File: src/ofs_pkg.sv
// Shared types, codes and width helpers for the offset set statistics block.
// Used by ofs_ctrl, ofs_datapath and the offset_set_statistics top level.
package ofs_pkg;

  // Fixed field widths
  localparam int REG_W       = 15;   // configuration register width
  localparam int FRAC_W      = 17;   // near_fraction, Q0.16 with room for one
  localparam int MEAN_W      = 24;   // mean and rms, Q16.8
  localparam int CNT_OUT_W   = 16;   // sample_count port
  localparam int CFG_IDX_W   = 2;
  localparam int FRAC_SHIFT  = 16;
  localparam int MEAN_SHIFT  = 8;
  localparam int SQ_SUM_MAX_W = 48;  // square sum only matters modulo 2^48

  // Parameter defaults
  localparam int DEF_COUNT_BITS  = 16;
  localparam int DEF_SAMPLE_BITS = 16;

  // Register reset values
  localparam logic [REG_W-1:0] CENTRE_RESET = 15'd1000;
  localparam logic [REG_W-1:0] WINDOW_RESET = 15'd100;

  // Register indexes
  localparam logic [CFG_IDX_W-1:0] CFG_CENTRE = 2'd0;
  localparam logic [CFG_IDX_W-1:0] CFG_WINDOW = 2'd1;

  // Input commands
  localparam logic CMD_SAMPLE = 1'b0;
  localparam logic CMD_FINISH = 1'b1;

  typedef enum logic [2:0] {
    ST_ACCUM,
    ST_DRAIN,
    ST_DIV,
    ST_SAVE,
    ST_SQRT,
    ST_DONE
  } ctrl_state_t;

  // Which statistic the shared divider works on
  typedef enum logic [1:0] {
    PH_NEAR,
    PH_ABS,
    PH_SQ
  } phase_t;

  typedef struct packed {
    logic   sample_en;
    logic   div_load;
    phase_t div_sel;
    logic   div_step;
    logic   save_en;
    phase_t save_sel;
    logic   sqrt_load;
    logic   sqrt_step;
    logic   out_load;
    logic   clear;
  } ctrl_cmd_t;

  typedef struct packed {
    logic pipe_busy;
    logic count_zero;
  } dp_status_t;

  // Offset width: holds |displacement| and the centre register
  function automatic int off_w(int sb);
    return (sb > REG_W) ? sb : REG_W;
  endfunction

  function automatic int sq_w(int sb, int cb);
    int w;
    w = 2 * off_w(sb) + cb;
    return (w > SQ_SUM_MAX_W) ? SQ_SUM_MAX_W : w;
  endfunction

  // Divider dividend width (square sum shifted by the fraction bits)
  function automatic int div_w(int sb, int cb);
    return sq_w(sb, cb) + FRAC_SHIFT;
  endfunction

endpackage

File: src/ofs_datapath.sv
// Datapath: config registers, sample pipeline, accumulators, shared divider,
// square root unit and output registers. Depends on ofs_pkg.
module ofs_datapath
  import ofs_pkg::*;
#(
  parameter int SAMPLE_BITS = DEF_SAMPLE_BITS,
  parameter int COUNT_BITS  = DEF_COUNT_BITS
) (
  input  logic                          clk,
  input  logic                          rst,
  input  logic                          cfg_we,
  input  logic [CFG_IDX_W-1:0]          cfg_index,
  input  logic [REG_W-1:0]              cfg_data,
  input  logic signed [SAMPLE_BITS-1:0] displacement,
  input  ctrl_cmd_t                     cmd,
  output dp_status_t                    status,
  output logic [FRAC_W-1:0]             near_fraction,
  output logic [MEAN_W-1:0]             mean_abs_offset,
  output logic [MEAN_W-1:0]             rms_offset,
  output logic [CNT_OUT_W-1:0]          sample_count,
  output logic                          overflow
);

  localparam int OFF_W    = off_w(SAMPLE_BITS);
  localparam int ABS_W    = OFF_W + COUNT_BITS;
  localparam int SQ_W     = sq_w(SAMPLE_BITS, COUNT_BITS);
  localparam int DIV_W    = div_w(SAMPLE_BITS, COUNT_BITS);
  localparam int SQ_STEPS = (DIV_W + 1) / 2;
  localparam int RAD_W    = 2 * SQ_STEPS;

  logic [REG_W-1:0]       centre_offset;
  logic [REG_W-1:0]       near_window;
  logic [COUNT_BITS-1:0]  total_count;
  logic [COUNT_BITS-1:0]  near_count;
  logic                   dropped_flag;
  logic [ABS_W-1:0]       abs_offset_sum;
  logic [SQ_W-1:0]        square_offset_sum;

  logic                   p1_valid;
  logic                   p2_valid;
  logic [OFF_W-1:0]       p1_off;
  logic [2*OFF_W-1:0]     p2_sq;

  logic [COUNT_BITS-1:0]  div_rem;
  logic [DIV_W-1:0]       div_quo;
  logic [FRAC_W-1:0]      near_q;
  logic [MEAN_W-1:0]      abs_q;

  logic [RAD_W-1:0]       rad;
  logic [SQ_STEPS:0]      sq_rem;
  logic [SQ_STEPS-1:0]    sq_root;

  // Sample stage
  logic [SAMPLE_BITS-1:0] disp_u;
  logic [SAMPLE_BITS-1:0] mag_s;
  logic [OFF_W-1:0]       mag;
  logic [OFF_W-1:0]       centre_x;
  logic [OFF_W-1:0]       off;
  logic                   near_hit;
  logic                   saturated;
  logic [2*OFF_W-1:0]     off_ext;

  assign disp_u    = unsigned'(displacement);
  assign mag_s     = disp_u[SAMPLE_BITS-1] ? (~disp_u + 1'b1) : disp_u;
  assign mag       = OFF_W'(mag_s);
  assign centre_x  = OFF_W'(centre_offset);
  assign off       = (mag >= centre_x) ? (mag - centre_x) : (centre_x - mag);
  assign near_hit  = off < OFF_W'(near_window);
  assign saturated = &total_count;
  assign off_ext   = (2*OFF_W)'(p1_off);

  // Divider step: restoring, one quotient bit per cycle
  logic [COUNT_BITS:0] div_rem_sh;
  logic [COUNT_BITS:0] div_diff;
  logic                div_ge;
  logic [DIV_W-1:0]    dividend;

  assign div_rem_sh = {div_rem, div_quo[DIV_W-1]};
  assign div_diff   = div_rem_sh - {1'b0, total_count};
  assign div_ge     = div_rem_sh >= {1'b0, total_count};

  always_comb begin
    case (cmd.div_sel)
      PH_NEAR: dividend = DIV_W'({near_count, {FRAC_SHIFT{1'b0}}});
      PH_ABS:  dividend = DIV_W'({abs_offset_sum, {MEAN_SHIFT{1'b0}}});
      PH_SQ:   dividend = DIV_W'({square_offset_sum, {FRAC_SHIFT{1'b0}}});
      default: dividend = '0;
    endcase
  end

  // Square root step: two radicand bits per cycle
  logic [SQ_STEPS+2:0] sq_rem_sh;
  logic [SQ_STEPS+2:0] sq_trial;
  logic [SQ_STEPS+2:0] sq_diff;
  logic                sq_ge;

  assign sq_rem_sh = {sq_rem, rad[RAD_W-1 -: 2]};
  assign sq_trial  = {1'b0, sq_root, 2'b01};
  assign sq_diff   = sq_rem_sh - sq_trial;
  assign sq_ge     = sq_rem_sh >= sq_trial;

  assign status.pipe_busy  = p1_valid | p2_valid;
  assign status.count_zero = (total_count == '0);

  // Control-carrying state
  always_ff @(posedge clk) begin
    if (rst) begin
      centre_offset     <= CENTRE_RESET;
      near_window       <= WINDOW_RESET;
      total_count       <= '0;
      near_count        <= '0;
      dropped_flag      <= 1'b0;
      abs_offset_sum    <= '0;
      square_offset_sum <= '0;
      p1_valid          <= 1'b0;
      p2_valid          <= 1'b0;
    end else begin
      if (cfg_we) begin
        case (cfg_index)
          CFG_CENTRE: centre_offset <= cfg_data;
          CFG_WINDOW: near_window   <= cfg_data;
          default:    ;
        endcase
      end
      p1_valid <= 1'b0;
      if (cmd.sample_en) begin
        if (saturated) begin
          dropped_flag <= 1'b1;
        end else begin
          total_count <= total_count + 1'b1;
          if (near_hit) begin
            near_count <= near_count + 1'b1;
          end
          p1_valid <= 1'b1;
        end
      end
      p2_valid <= p1_valid;
      if (p1_valid) begin
        abs_offset_sum <= abs_offset_sum + ABS_W'(p1_off);
      end
      if (p2_valid) begin
        square_offset_sum <= square_offset_sum + SQ_W'(p2_sq);
      end
      if (cmd.clear) begin
        total_count       <= '0;
        near_count        <= '0;
        dropped_flag      <= 1'b0;
        abs_offset_sum    <= '0;
        square_offset_sum <= '0;
      end
    end
  end

  // Payload registers
  always_ff @(posedge clk) begin
    if (cmd.sample_en) begin
      p1_off <= off;
    end
    p2_sq <= off_ext * off_ext;

    if (cmd.div_load) begin
      div_rem <= '0;
      div_quo <= dividend;
    end else if (cmd.div_step) begin
      div_rem <= div_ge ? div_diff[COUNT_BITS-1:0] : div_rem_sh[COUNT_BITS-1:0];
      div_quo <= {div_quo[DIV_W-2:0], div_ge};
    end

    if (cmd.save_en) begin
      case (cmd.save_sel)
        PH_NEAR: near_q <= div_quo[FRAC_W-1:0];
        PH_ABS:  abs_q  <= div_quo[MEAN_W-1:0];
        default: ;
      endcase
    end

    if (cmd.sqrt_load) begin
      rad     <= RAD_W'(div_quo);
      sq_rem  <= '0;
      sq_root <= '0;
    end else if (cmd.sqrt_step) begin
      rad     <= {rad[RAD_W-3:0], 2'b00};
      sq_rem  <= sq_ge ? sq_diff[SQ_STEPS:0] : sq_rem_sh[SQ_STEPS:0];
      sq_root <= {sq_root[SQ_STEPS-2:0], sq_ge};
    end

    if (cmd.out_load) begin
      near_fraction   <= status.count_zero ? '0 : near_q;
      mean_abs_offset <= status.count_zero ? '0 : abs_q;
      rms_offset      <= status.count_zero ? '0 : MEAN_W'(sq_root);
      sample_count    <= CNT_OUT_W'(total_count);
      overflow        <= dropped_flag;
    end
  end

endmodule

File: src/ofs_ctrl.sv
// Controller: sequences sample intake, the finish computation and the output
// register handshake. Depends on ofs_pkg.
module ofs_ctrl
  import ofs_pkg::*;
#(
  parameter int SAMPLE_BITS = DEF_SAMPLE_BITS,
  parameter int COUNT_BITS  = DEF_COUNT_BITS
) (
  input  logic       clk,
  input  logic       rst,
  input  logic       in_valid,
  output logic       in_ready,
  input  logic       in_cmd,
  output logic       out_valid,
  input  logic       out_ready,
  input  dp_status_t status,
  output ctrl_cmd_t  cmd
);

  localparam int DIV_W    = div_w(SAMPLE_BITS, COUNT_BITS);
  localparam int SQ_STEPS = (DIV_W + 1) / 2;
  localparam int STEP_W   = $clog2(DIV_W);

  ctrl_state_t       state, state_next;
  phase_t            phase, phase_next;
  logic [STEP_W-1:0] cnt, cnt_next;
  logic              out_valid_next;

  always_ff @(posedge clk) begin
    if (rst) begin
      state     <= ST_ACCUM;
      phase     <= PH_NEAR;
      cnt       <= '0;
      out_valid <= 1'b0;
    end else begin
      state     <= state_next;
      phase     <= phase_next;
      cnt       <= cnt_next;
      out_valid <= out_valid_next;
    end
  end

  always_comb begin
    state_next = state;
    phase_next = phase;
    cnt_next   = cnt;
    cmd        = '0;
    in_ready   = 1'b0;
    case (state)
      ST_ACCUM: begin
        in_ready = 1'b1;
        if (in_valid) begin
          if (in_cmd == CMD_SAMPLE) begin
            cmd.sample_en = 1'b1;
          end else begin
            state_next = ST_DRAIN;
          end
        end
      end
      ST_DRAIN: begin
        if (!status.pipe_busy) begin
          if (status.count_zero) begin
            state_next = ST_DONE;
          end else begin
            cmd.div_load = 1'b1;
            cmd.div_sel  = PH_NEAR;
            phase_next   = PH_NEAR;
            cnt_next     = '0;
            state_next   = ST_DIV;
          end
        end
      end
      ST_DIV: begin
        cmd.div_step = 1'b1;
        cnt_next     = cnt + 1'b1;
        if (cnt == STEP_W'(DIV_W - 1)) begin
          state_next = ST_SAVE;
        end
      end
      ST_SAVE: begin
        cmd.save_en  = 1'b1;
        cmd.save_sel = phase;
        cnt_next     = '0;
        case (phase)
          PH_NEAR: begin
            cmd.div_load = 1'b1;
            cmd.div_sel  = PH_ABS;
            phase_next   = PH_ABS;
            state_next   = ST_DIV;
          end
          PH_ABS: begin
            cmd.div_load = 1'b1;
            cmd.div_sel  = PH_SQ;
            phase_next   = PH_SQ;
            state_next   = ST_DIV;
          end
          default: begin
            cmd.sqrt_load = 1'b1;
            state_next    = ST_SQRT;
          end
        endcase
      end
      ST_SQRT: begin
        cmd.sqrt_step = 1'b1;
        cnt_next      = cnt + 1'b1;
        if (cnt == STEP_W'(SQ_STEPS - 1)) begin
          state_next = ST_DONE;
        end
      end
      ST_DONE: begin
        if (!out_valid || out_ready) begin
          cmd.out_load = 1'b1;
          cmd.clear    = 1'b1;
          state_next   = ST_ACCUM;
        end
      end
      default: state_next = ST_ACCUM;
    endcase
    out_valid_next = cmd.out_load | (out_valid & ~out_ready);
  end

endmodule

File: src/offset_set_statistics.sv
// Top level of the offset set statistics block: ofs_ctrl plus ofs_datapath.
// Depends on ofs_pkg, ofs_ctrl and ofs_datapath.
//
// Collects signed displacement samples (cmd = sample) and, on a finish
// transfer (cmd = finish), returns one result: the share of samples whose
// |(|displacement| - centre_offset)| lies below near_window (Q0.16), the mean
// absolute offset and the RMS offset (both Q16.8, truncated), the sample
// count and an overflow flag; then the set is cleared. An empty set returns
// zeros. Once the count reaches 2^COUNT_BITS - 1 further samples are dropped
// and overflow is raised. Rate: sample transfers are taken one per clock
// while no finish is in progress, into a three-stage accumulate pipeline
// (offset, square, sum). During a finish, a one-bit-per-clock shared divider
// runs three divisions by the sample count on DIV_W-bit dividends, where
// DIV_W = min(2*max(SAMPLE_BITS,15)+COUNT_BITS, 48) + 16 (64 at the
// defaults), then a two-bits-per-clock square root unit runs over the mean
// square. An empty set skips both and goes straight to the result.
// Results sit in an output register, so sample transfers for the next set
// are taken while a result waits on out_ready; the next finish holds until
// that register is free. Configuration writes (cfg_we, cfg_index, cfg_data)
// take effect at once and belong to idle periods; unused indexes are ignored.
module offset_set_statistics
  import ofs_pkg::*;
#(
  parameter int COUNT_BITS  = DEF_COUNT_BITS,
  parameter int SAMPLE_BITS = DEF_SAMPLE_BITS
) (
  input  logic                          clk,
  input  logic                          rst,
  // configuration write port
  input  logic                          cfg_we,
  input  logic [CFG_IDX_W-1:0]          cfg_index,
  input  logic [REG_W-1:0]              cfg_data,
  // input channel
  input  logic                          in_valid,
  output logic                          in_ready,
  input  logic                          cmd,
  input  logic signed [SAMPLE_BITS-1:0] displacement,
  // result channel
  output logic                          out_valid,
  input  logic                          out_ready,
  output logic [FRAC_W-1:0]             near_fraction,
  output logic [MEAN_W-1:0]             mean_abs_offset,
  output logic [MEAN_W-1:0]             rms_offset,
  output logic [CNT_OUT_W-1:0]          sample_count,
  output logic                          overflow
);

  ctrl_cmd_t  dp_cmd;
  dp_status_t dp_status;

  // Sequencer: sample intake, divide/sqrt schedule, output handshake
  ofs_ctrl #(
    .SAMPLE_BITS (SAMPLE_BITS),
    .COUNT_BITS  (COUNT_BITS)
  ) u_ctrl (
    .clk       (clk),
    .rst       (rst),
    .in_valid  (in_valid),
    .in_ready  (in_ready),
    .in_cmd    (cmd),
    .out_valid (out_valid),
    .out_ready (out_ready),
    .status    (dp_status),
    .cmd       (dp_cmd)
  );

  // Accumulators, arithmetic units and result registers
  ofs_datapath #(
    .SAMPLE_BITS (SAMPLE_BITS),
    .COUNT_BITS  (COUNT_BITS)
  ) u_datapath (
    .clk             (clk),
    .rst             (rst),
    .cfg_we          (cfg_we),
    .cfg_index       (cfg_index),
    .cfg_data        (cfg_data),
    .displacement    (displacement),
    .cmd             (dp_cmd),
    .status          (dp_status),
    .near_fraction   (near_fraction),
    .mean_abs_offset (mean_abs_offset),
    .rms_offset      (rms_offset),
    .sample_count    (sample_count),
    .overflow        (overflow)
  );

endmodule

File: config.mk
export PLATFORM = sky130hd
export DESIGN_NAME = offset_set_statistics
export DESIGN_NICKNAME = d
export VERILOG_FILES = /design/src/ofs_pkg.sv /design/src/ofs_datapath.sv /design/src/ofs_ctrl.sv /design/src/offset_set_statistics.sv
export SDC_FILE = /design/constraint.sdc
export NUM_CORES = 2
export LEC_CHECK = 0
export ABC_CLOCK_PERIOD_IN_PS = 9000
export BUFFER_PORTS_ARGS = -buffer_cell sky130_fd_sc_hd__buf_2
export CORE_MARGIN = 5
export CORE_UTILIZATION = 55
export DETAILED_ROUTE_END_ITERATION = 7
export PLACE_DENSITY_LB_ADDON = 0.25
export SYNTH_ARGS = -nofsm -noshare
export SYNTH_HDL_FRONTEND = slang
export SYNTH_HIERARCHICAL = 1
export SYNTH_SLANG_ARGS = --single-unit
File: constraint.sdc
create_clock -name clk -period 9 [get_ports clk]
set_input_delay 0.9 -clock clk [delete_from_list [all_inputs] [get_ports clk]]
set_output_delay 0.9 -clock clk [all_outputs]
set_load 0.01 [all_outputs]
== Word-level counts from Yosys, hierarchy flattened ==
Cells that the tools add are included.

* Bits in registers: 537
* Latch bits: 0
* Bits in writable memories: 0
* Memory bits (read-only): 0
* Input bits: 39
* Output and inout bits: 84
* Word-level logic and storage cells: 136
* Memories kept: 0

* Add/subtract/negate cells: 10
* $mul: 1
* Divide/modulo/power cells: 0
* Order comparisons: 4
* Eq/ne operators: 20
* Shifts and indexed selects: 0
* Multiplexer cells: 40
* Bitwise operators: 7
* Reduce and logical (&&, ||, !) cells: 27

{| class="wikitable"
|+ Operators by type and width
! cell !! number
|-
| 64-bit 2-to-1 mux || 4
|-
| 64-bit one-hot mux with 3 select lines || 1
|-
| 16-bit by 1-bit adder with 16-bit output, second input constant || 3
|-
| 48-bit by 32-bit adder with 48-bit output || 1
|-
| 16-bit 2-to-1 mux || 3
|-
| 35-bit by 34-bit greater-or-equal comparator with 1-bit output || 1
|-
| 33-bit 2-to-1 mux || 1
|-
| 33-bit subtractor || 1
|-
| 32-bit by 16-bit adder with 32-bit output || 1
|-
| 16-bit by 16-bit multiplier with 32-bit output || 1
|-
| 3-bit 2-to-1 mux || 10
|-
| 3-bit one-hot mux with 6 select lines || 1
|-
| 6-bit one-hot mux with 3 select lines || 1
|-
| 17-bit by 16-bit greater-or-equal comparator with 1-bit output || 1
|-
| 17-bit AND reduction || 1
|-
| 16-bit by 15-bit greater-or-equal comparator with 1-bit output || 1
|-
| 16-bit logical NOT || 1
|-
| 16-bit by 15-bit < comparator with 1-bit output || 1
|-
| 16-bit NOT || 1
|-
| 16-bit AND reduction || 1
|-
| 15-bit by 16-bit subtractor with 16-bit output || 1
|-
| 16-bit by 15-bit subtractor with 16-bit output || 1
|-
| 16-bit subtractor || 1
|-
| 6-bit 2-to-1 mux || 2
|-
| 30 further kinds || 68
|}

== Depth between registers and ports, before layout ==
* Depth after elaboration: 7
* Mapped depth: 28
* Depth with buffers taken out: 25

== By module ==
Netlist, hierarchy kept.

{| class="wikitable"
|+ By module, submodules not included
! module !! times used !! cells each !! area an instance (um^2) !! seq. area each (um^2)
|-
| ofs_datapath || 1 || 3498 || 33886.2 || 13162.6
|-
| ofs_ctrl || 1 || 111 || 925.9 || 240.2
|}

== Worst setup path before layout ==
Ideal clock, no wire load.

* Kind: flip-flop to flip-flop
* From: register u_datapath.p1_off[4]
* To: register u_datapath.p2_sq[31]
* Setup time: 0.129 ns
* Arrival time: 6.633 ns
* Required time: 8.871 ns
* Slack: 2.238 ns
* Stages on the path, launching flop included: 24
* Path buffers: 2
* Period minus slack after synthesis: 6.762 ns
* Path through: edfxtp_1 > clkbuf_1 > clkbuf_1 > nand2_1 > fa_1 > inv_1 > fa_1 > fa_1 > fa_1 > fa_1 > inv_1 > fa_1 > inv_1 > ha_1 > a21o_1 > a221oi_1 > o21ai_0 > a211o_1 > nand3b_1 > a31oi_1 > nor2b_1 > o2111a_1 > o41ai_1 > xnor2_1

* Cells in the longest elaborated chain, start to end: 1

{| class="wikitable"
|+ Ends and longest elaborated chain
! what !! line !! source
|-
| start: declaration || ofs_datapath.sv:41 || <nowiki>logic [OFF_W-1:0] p1_off;</nowiki>
|-
| start signal: assignment || ofs_datapath.sv:157 || <nowiki>p1_off <= off;</nowiki>
|-
| 16-bit by 16-bit multiplier with 32-bit output || ofs_datapath.sv:159 || <nowiki>p2_sq <= off_ext * off_ext;</nowiki>
|-
| end signal: assignment || ofs_datapath.sv:159 ||
|-
| end: declaration || ofs_datapath.sv:42 || <nowiki>logic [2*OFF_W-1:0] p2_sq;</nowiki>
|}

Every way passes these cells.
A chain may end at the register's enable or synchronous reset.

== Worst setup path after layout ==
* From: register u_datapath.p1_off[5]
* To: register u_datapath.p2_sq[30]

Same word-level chain as after synthesis.

==> impl_metrics.ini <==
[logic_synthesis]
synth_edf_count = 267
synthFlopType = dfxtp_1
synth_common_cells = inv_1, nor2_1, nand2_1
synth_top_family_by_area = adder cells
async_reset_ff_frac = 0
synth_top_area_share = 0.230
ys_types = 93
ys_warn_count = 6
synth_compound_area_frac = 0.126
synthTopCellsByArea = edfxtp_1, dfxtp_1, fa_1
synth-xor-area-share = 0.0448
synth.largest_area_cell = edfxtp_1
syn-num-nets = 4064
netlist_area_um2 = 34800
yosys.area_share.simple = 0.145
synthAdderAreaFrac = 0.186
yosysMostFrequentCell = inv_1
synthCells = 3609
synth.area.mux_share = 0.0500
synth-seq-cells = 536
syn_avg_cell_area_um2 = 9.65
ys_seq_area_frac = 0.385

[grt]
grt_max_degree = 79
antenna_found_initial = 0
grt-ovfl-total = 0
grt_pass1_vias = 24517
grt_pass1_wl_um = 124000
grtUsageTotal = 0.220

[drt]
routed_wl_um = 74900
detail_route.iter0.violations = 1981
drc_errors = 0
vias_per_cell = 5.52
detail-route-antenna-nets = 0
avgRoutedWirePerCell_um = 16.4
first_pass_iters = 5
vias = 25206

[floorplanning]
die_y_um = 262
start_util = 0.554
io_pins = 123
coreArea_um2 = 62900
dieWidth_um = 262
rows = 92
die-area_um2 = 68400

[finish]
final-seq-area_um2 = 13400
final_nets = 4124
fillers = 5378
area_growth_pct = 9.27
drive_gt1_frac = 0.0971
multiInputGateArea_um2 = 19200
antenna_cells = 0

[worst_setup_path]
crit_path_end_kind = flip-flop
crit_path_max_fanout = 18
cp-start-kind = flip-flop
r2r_slack_ns = 1.78
crit_required_ns = 9.47
crit_arrival_ns = 7.69
crit_type = reg2reg

[clock_network]
cts_buffers = 58
postCtsSetupBuffers = 0
cts_tree = built
cts_max_level = 2
clkSlewWorstSetupHoldPaths_ns = 0.06
cts-root-buf = clkbuf_16
clock_path_buffers = 3
clock-sinks = 536
holdBufCountCts = 0
clk_latency_ns = 0.64
cts_resized = 0

[placed_design]
place_ws_ns = 1.78
gp_congestion = 0.918
port_buffers = 122
place_hpwl_um = 55100

[sta]
setup_viol = 0
rsz0062_at_grt = no
worst_pin_slew_ns = 1.09
setup_ws_ns = 1.78
drv_slew = 0
tns_ns = 0
maxSlewHeadroom = 0.257
max_freq_mhz = 138
final_hold_viol_count = 0
finalCritPeriodShare = 0.803
finClkSkew_ns = 0.0579
fin_crit_ns = 7.22

[outcome]
outcome = completed

[worst_hold_path]
hold_path.class = reg2reg

[run]
cap_viol_max_count = 0
## cell families (layout without fill, tap and decap cells)
logic type                 Yosys count  count (layout)
buffers and inverters              571             681
AOI/OAI and AO/OA                  682             682
and+or+nand+nor                   1062            1062
xor gates and xnor gates           178             178
DFF                                536             536
adders and majority gates          416             416
muxes                              164             164
## state kept, by name, indices dropped and copies added, names as in the netlist, 3 cells and up
| register | cells |
|---|---|
| u_datapath/div_rem | 16 |
| u_datapath/abs_offset_sum | 32 |
| u_datapath/total_count | 16 |
| u_datapath/sq_root | 32 |
| u_datapath/near_q | 17 |
| u_datapath/rms_offset | 24 |
| u_datapath/abs_q | 24 |
| u_datapath/p2_sq | 31 |
| u_datapath/near_count | 16 |
| u_datapath/square_offset_sum | 48 |
| u_datapath/sq_rem | 33 |
| u_ctrl/state | 3 |
| u_datapath/mean_abs_offset | 24 |
| u_datapath/div_quo | 64 |
| u_datapath/near_fraction | 17 |
| u_datapath/rad | 64 |
| u_datapath/p1_off | 16 |
| u_datapath/sample_count | 16 |
| u_datapath/centre_offset | 15 |
| u_ctrl/cnt | 6 |
| u_datapath/near_window | 15 |
## layout by cell type, fill, tap and decap left out, drive strengths merged, types with 12 or more instances in the layout
cell type | Yosys | routed
a211o | 15 | 15
a211oi | 33 | 33
a21o | 65 | 65
a21oi | 232 | 232
a311oi | 15 | 15
a31oi | 14 | 14
and2 | 102 | 102
and3 | 30 | 30
buf | 26 | 149
clkbuf | 123 | 78
clkinv | 1 | 24
dfxtp | 269 | 269
edfxtp | 267 | 267
fa | 168 | 168
ha | 248 | 248
inv | 421 | 422
mux2 | 66 | 66
mux2i | 97 | 97
nand2 | 283 | 283
nand2b | 27 | 27
nand3 | 60 | 60
nand4 | 26 | 26
nor2 | 353 | 353
nor2b | 39 | 39
nor3 | 43 | 43
nor3b | 15 | 15
o21a | 31 | 31
o21ai | 141 | 141
o21bai | 19 | 19
o41ai | 12 | 12
or2 | 13 | 13
or3 | 30 | 30
xnor2 | 128 | 128
xor2 | 50 | 50
## per-stage QoR
step                utilization  cell area, µm²  instances  hold slack [ns]
floorplan                     -           34800       3609            0.409
global placement          0.574           36100       4455            0.422
detailed placement        0.574           36100       4455            0.422
CTS                       0.605           38000       4565            0.439
global route              0.605           38000       4565            0.449
finish                    0.605           38000       4565            0.440
## worst paths after layout
kind	from	end	depth (start not counted)
min	u_datapath/dropped_flag	u_datapath/overflow	0
max reg2reg	u_datapath/p1_off[5]	u_datapath/p2_sq[30]	21
max	u_datapath/p1_off[5]	u_datapath/p2_sq[30]	21
min reg2reg	u_datapath/dropped_flag	u_datapath/overflow	0
## cell type report
cell class | instances | share of cell area
Clock inverter | 32 | 0.00842
Tap cell | 846 | 0.0278
Multi-Input combinational cell | 2502 | 0.506
Clock buffer | 78 | 0.0428
Inverter | 422 | 0.0417
Sequential cell | 536 | 0.352
Timing Repair Buffer | 149 | 0.0214
## critical path: stages (launching register included)
cell	delay [ns]
edfxtp_1	0.88
nand2_1	0.18
fa_1	0.60
inv_1	0.07
fa_1	0.48
fa_1	0.54
fa_1	0.53
fa_1	0.54
inv_1	0.06
fa_1	0.54
inv_1	0.05
ha_1	0.35
and3_1	0.20
and3_1	0.21
o2111ai_1	0.13
a31oi_1	0.24
o41a_1	0.38
o41ai_1	0.44
o21ai_1	0.19
a41oi_1	0.26
o21bai_1	0.09
xor2_1	0.14
## layer usage
layer / track usage / wire (µm) / vias to the layer above
met5: 0 / 0 / -
met1: 0.310 / 35100 / 12144
met3: 0.0292 / 3670 / 101
met2: 0.363 / 34700 / 520
met4: 0.0511 / 1400 / 0
li1: - / - / 12441
Power is left out: the tool's default activity adds up to more than one toggle a clock period on the data nets, which glitch-free logic cannot reach.
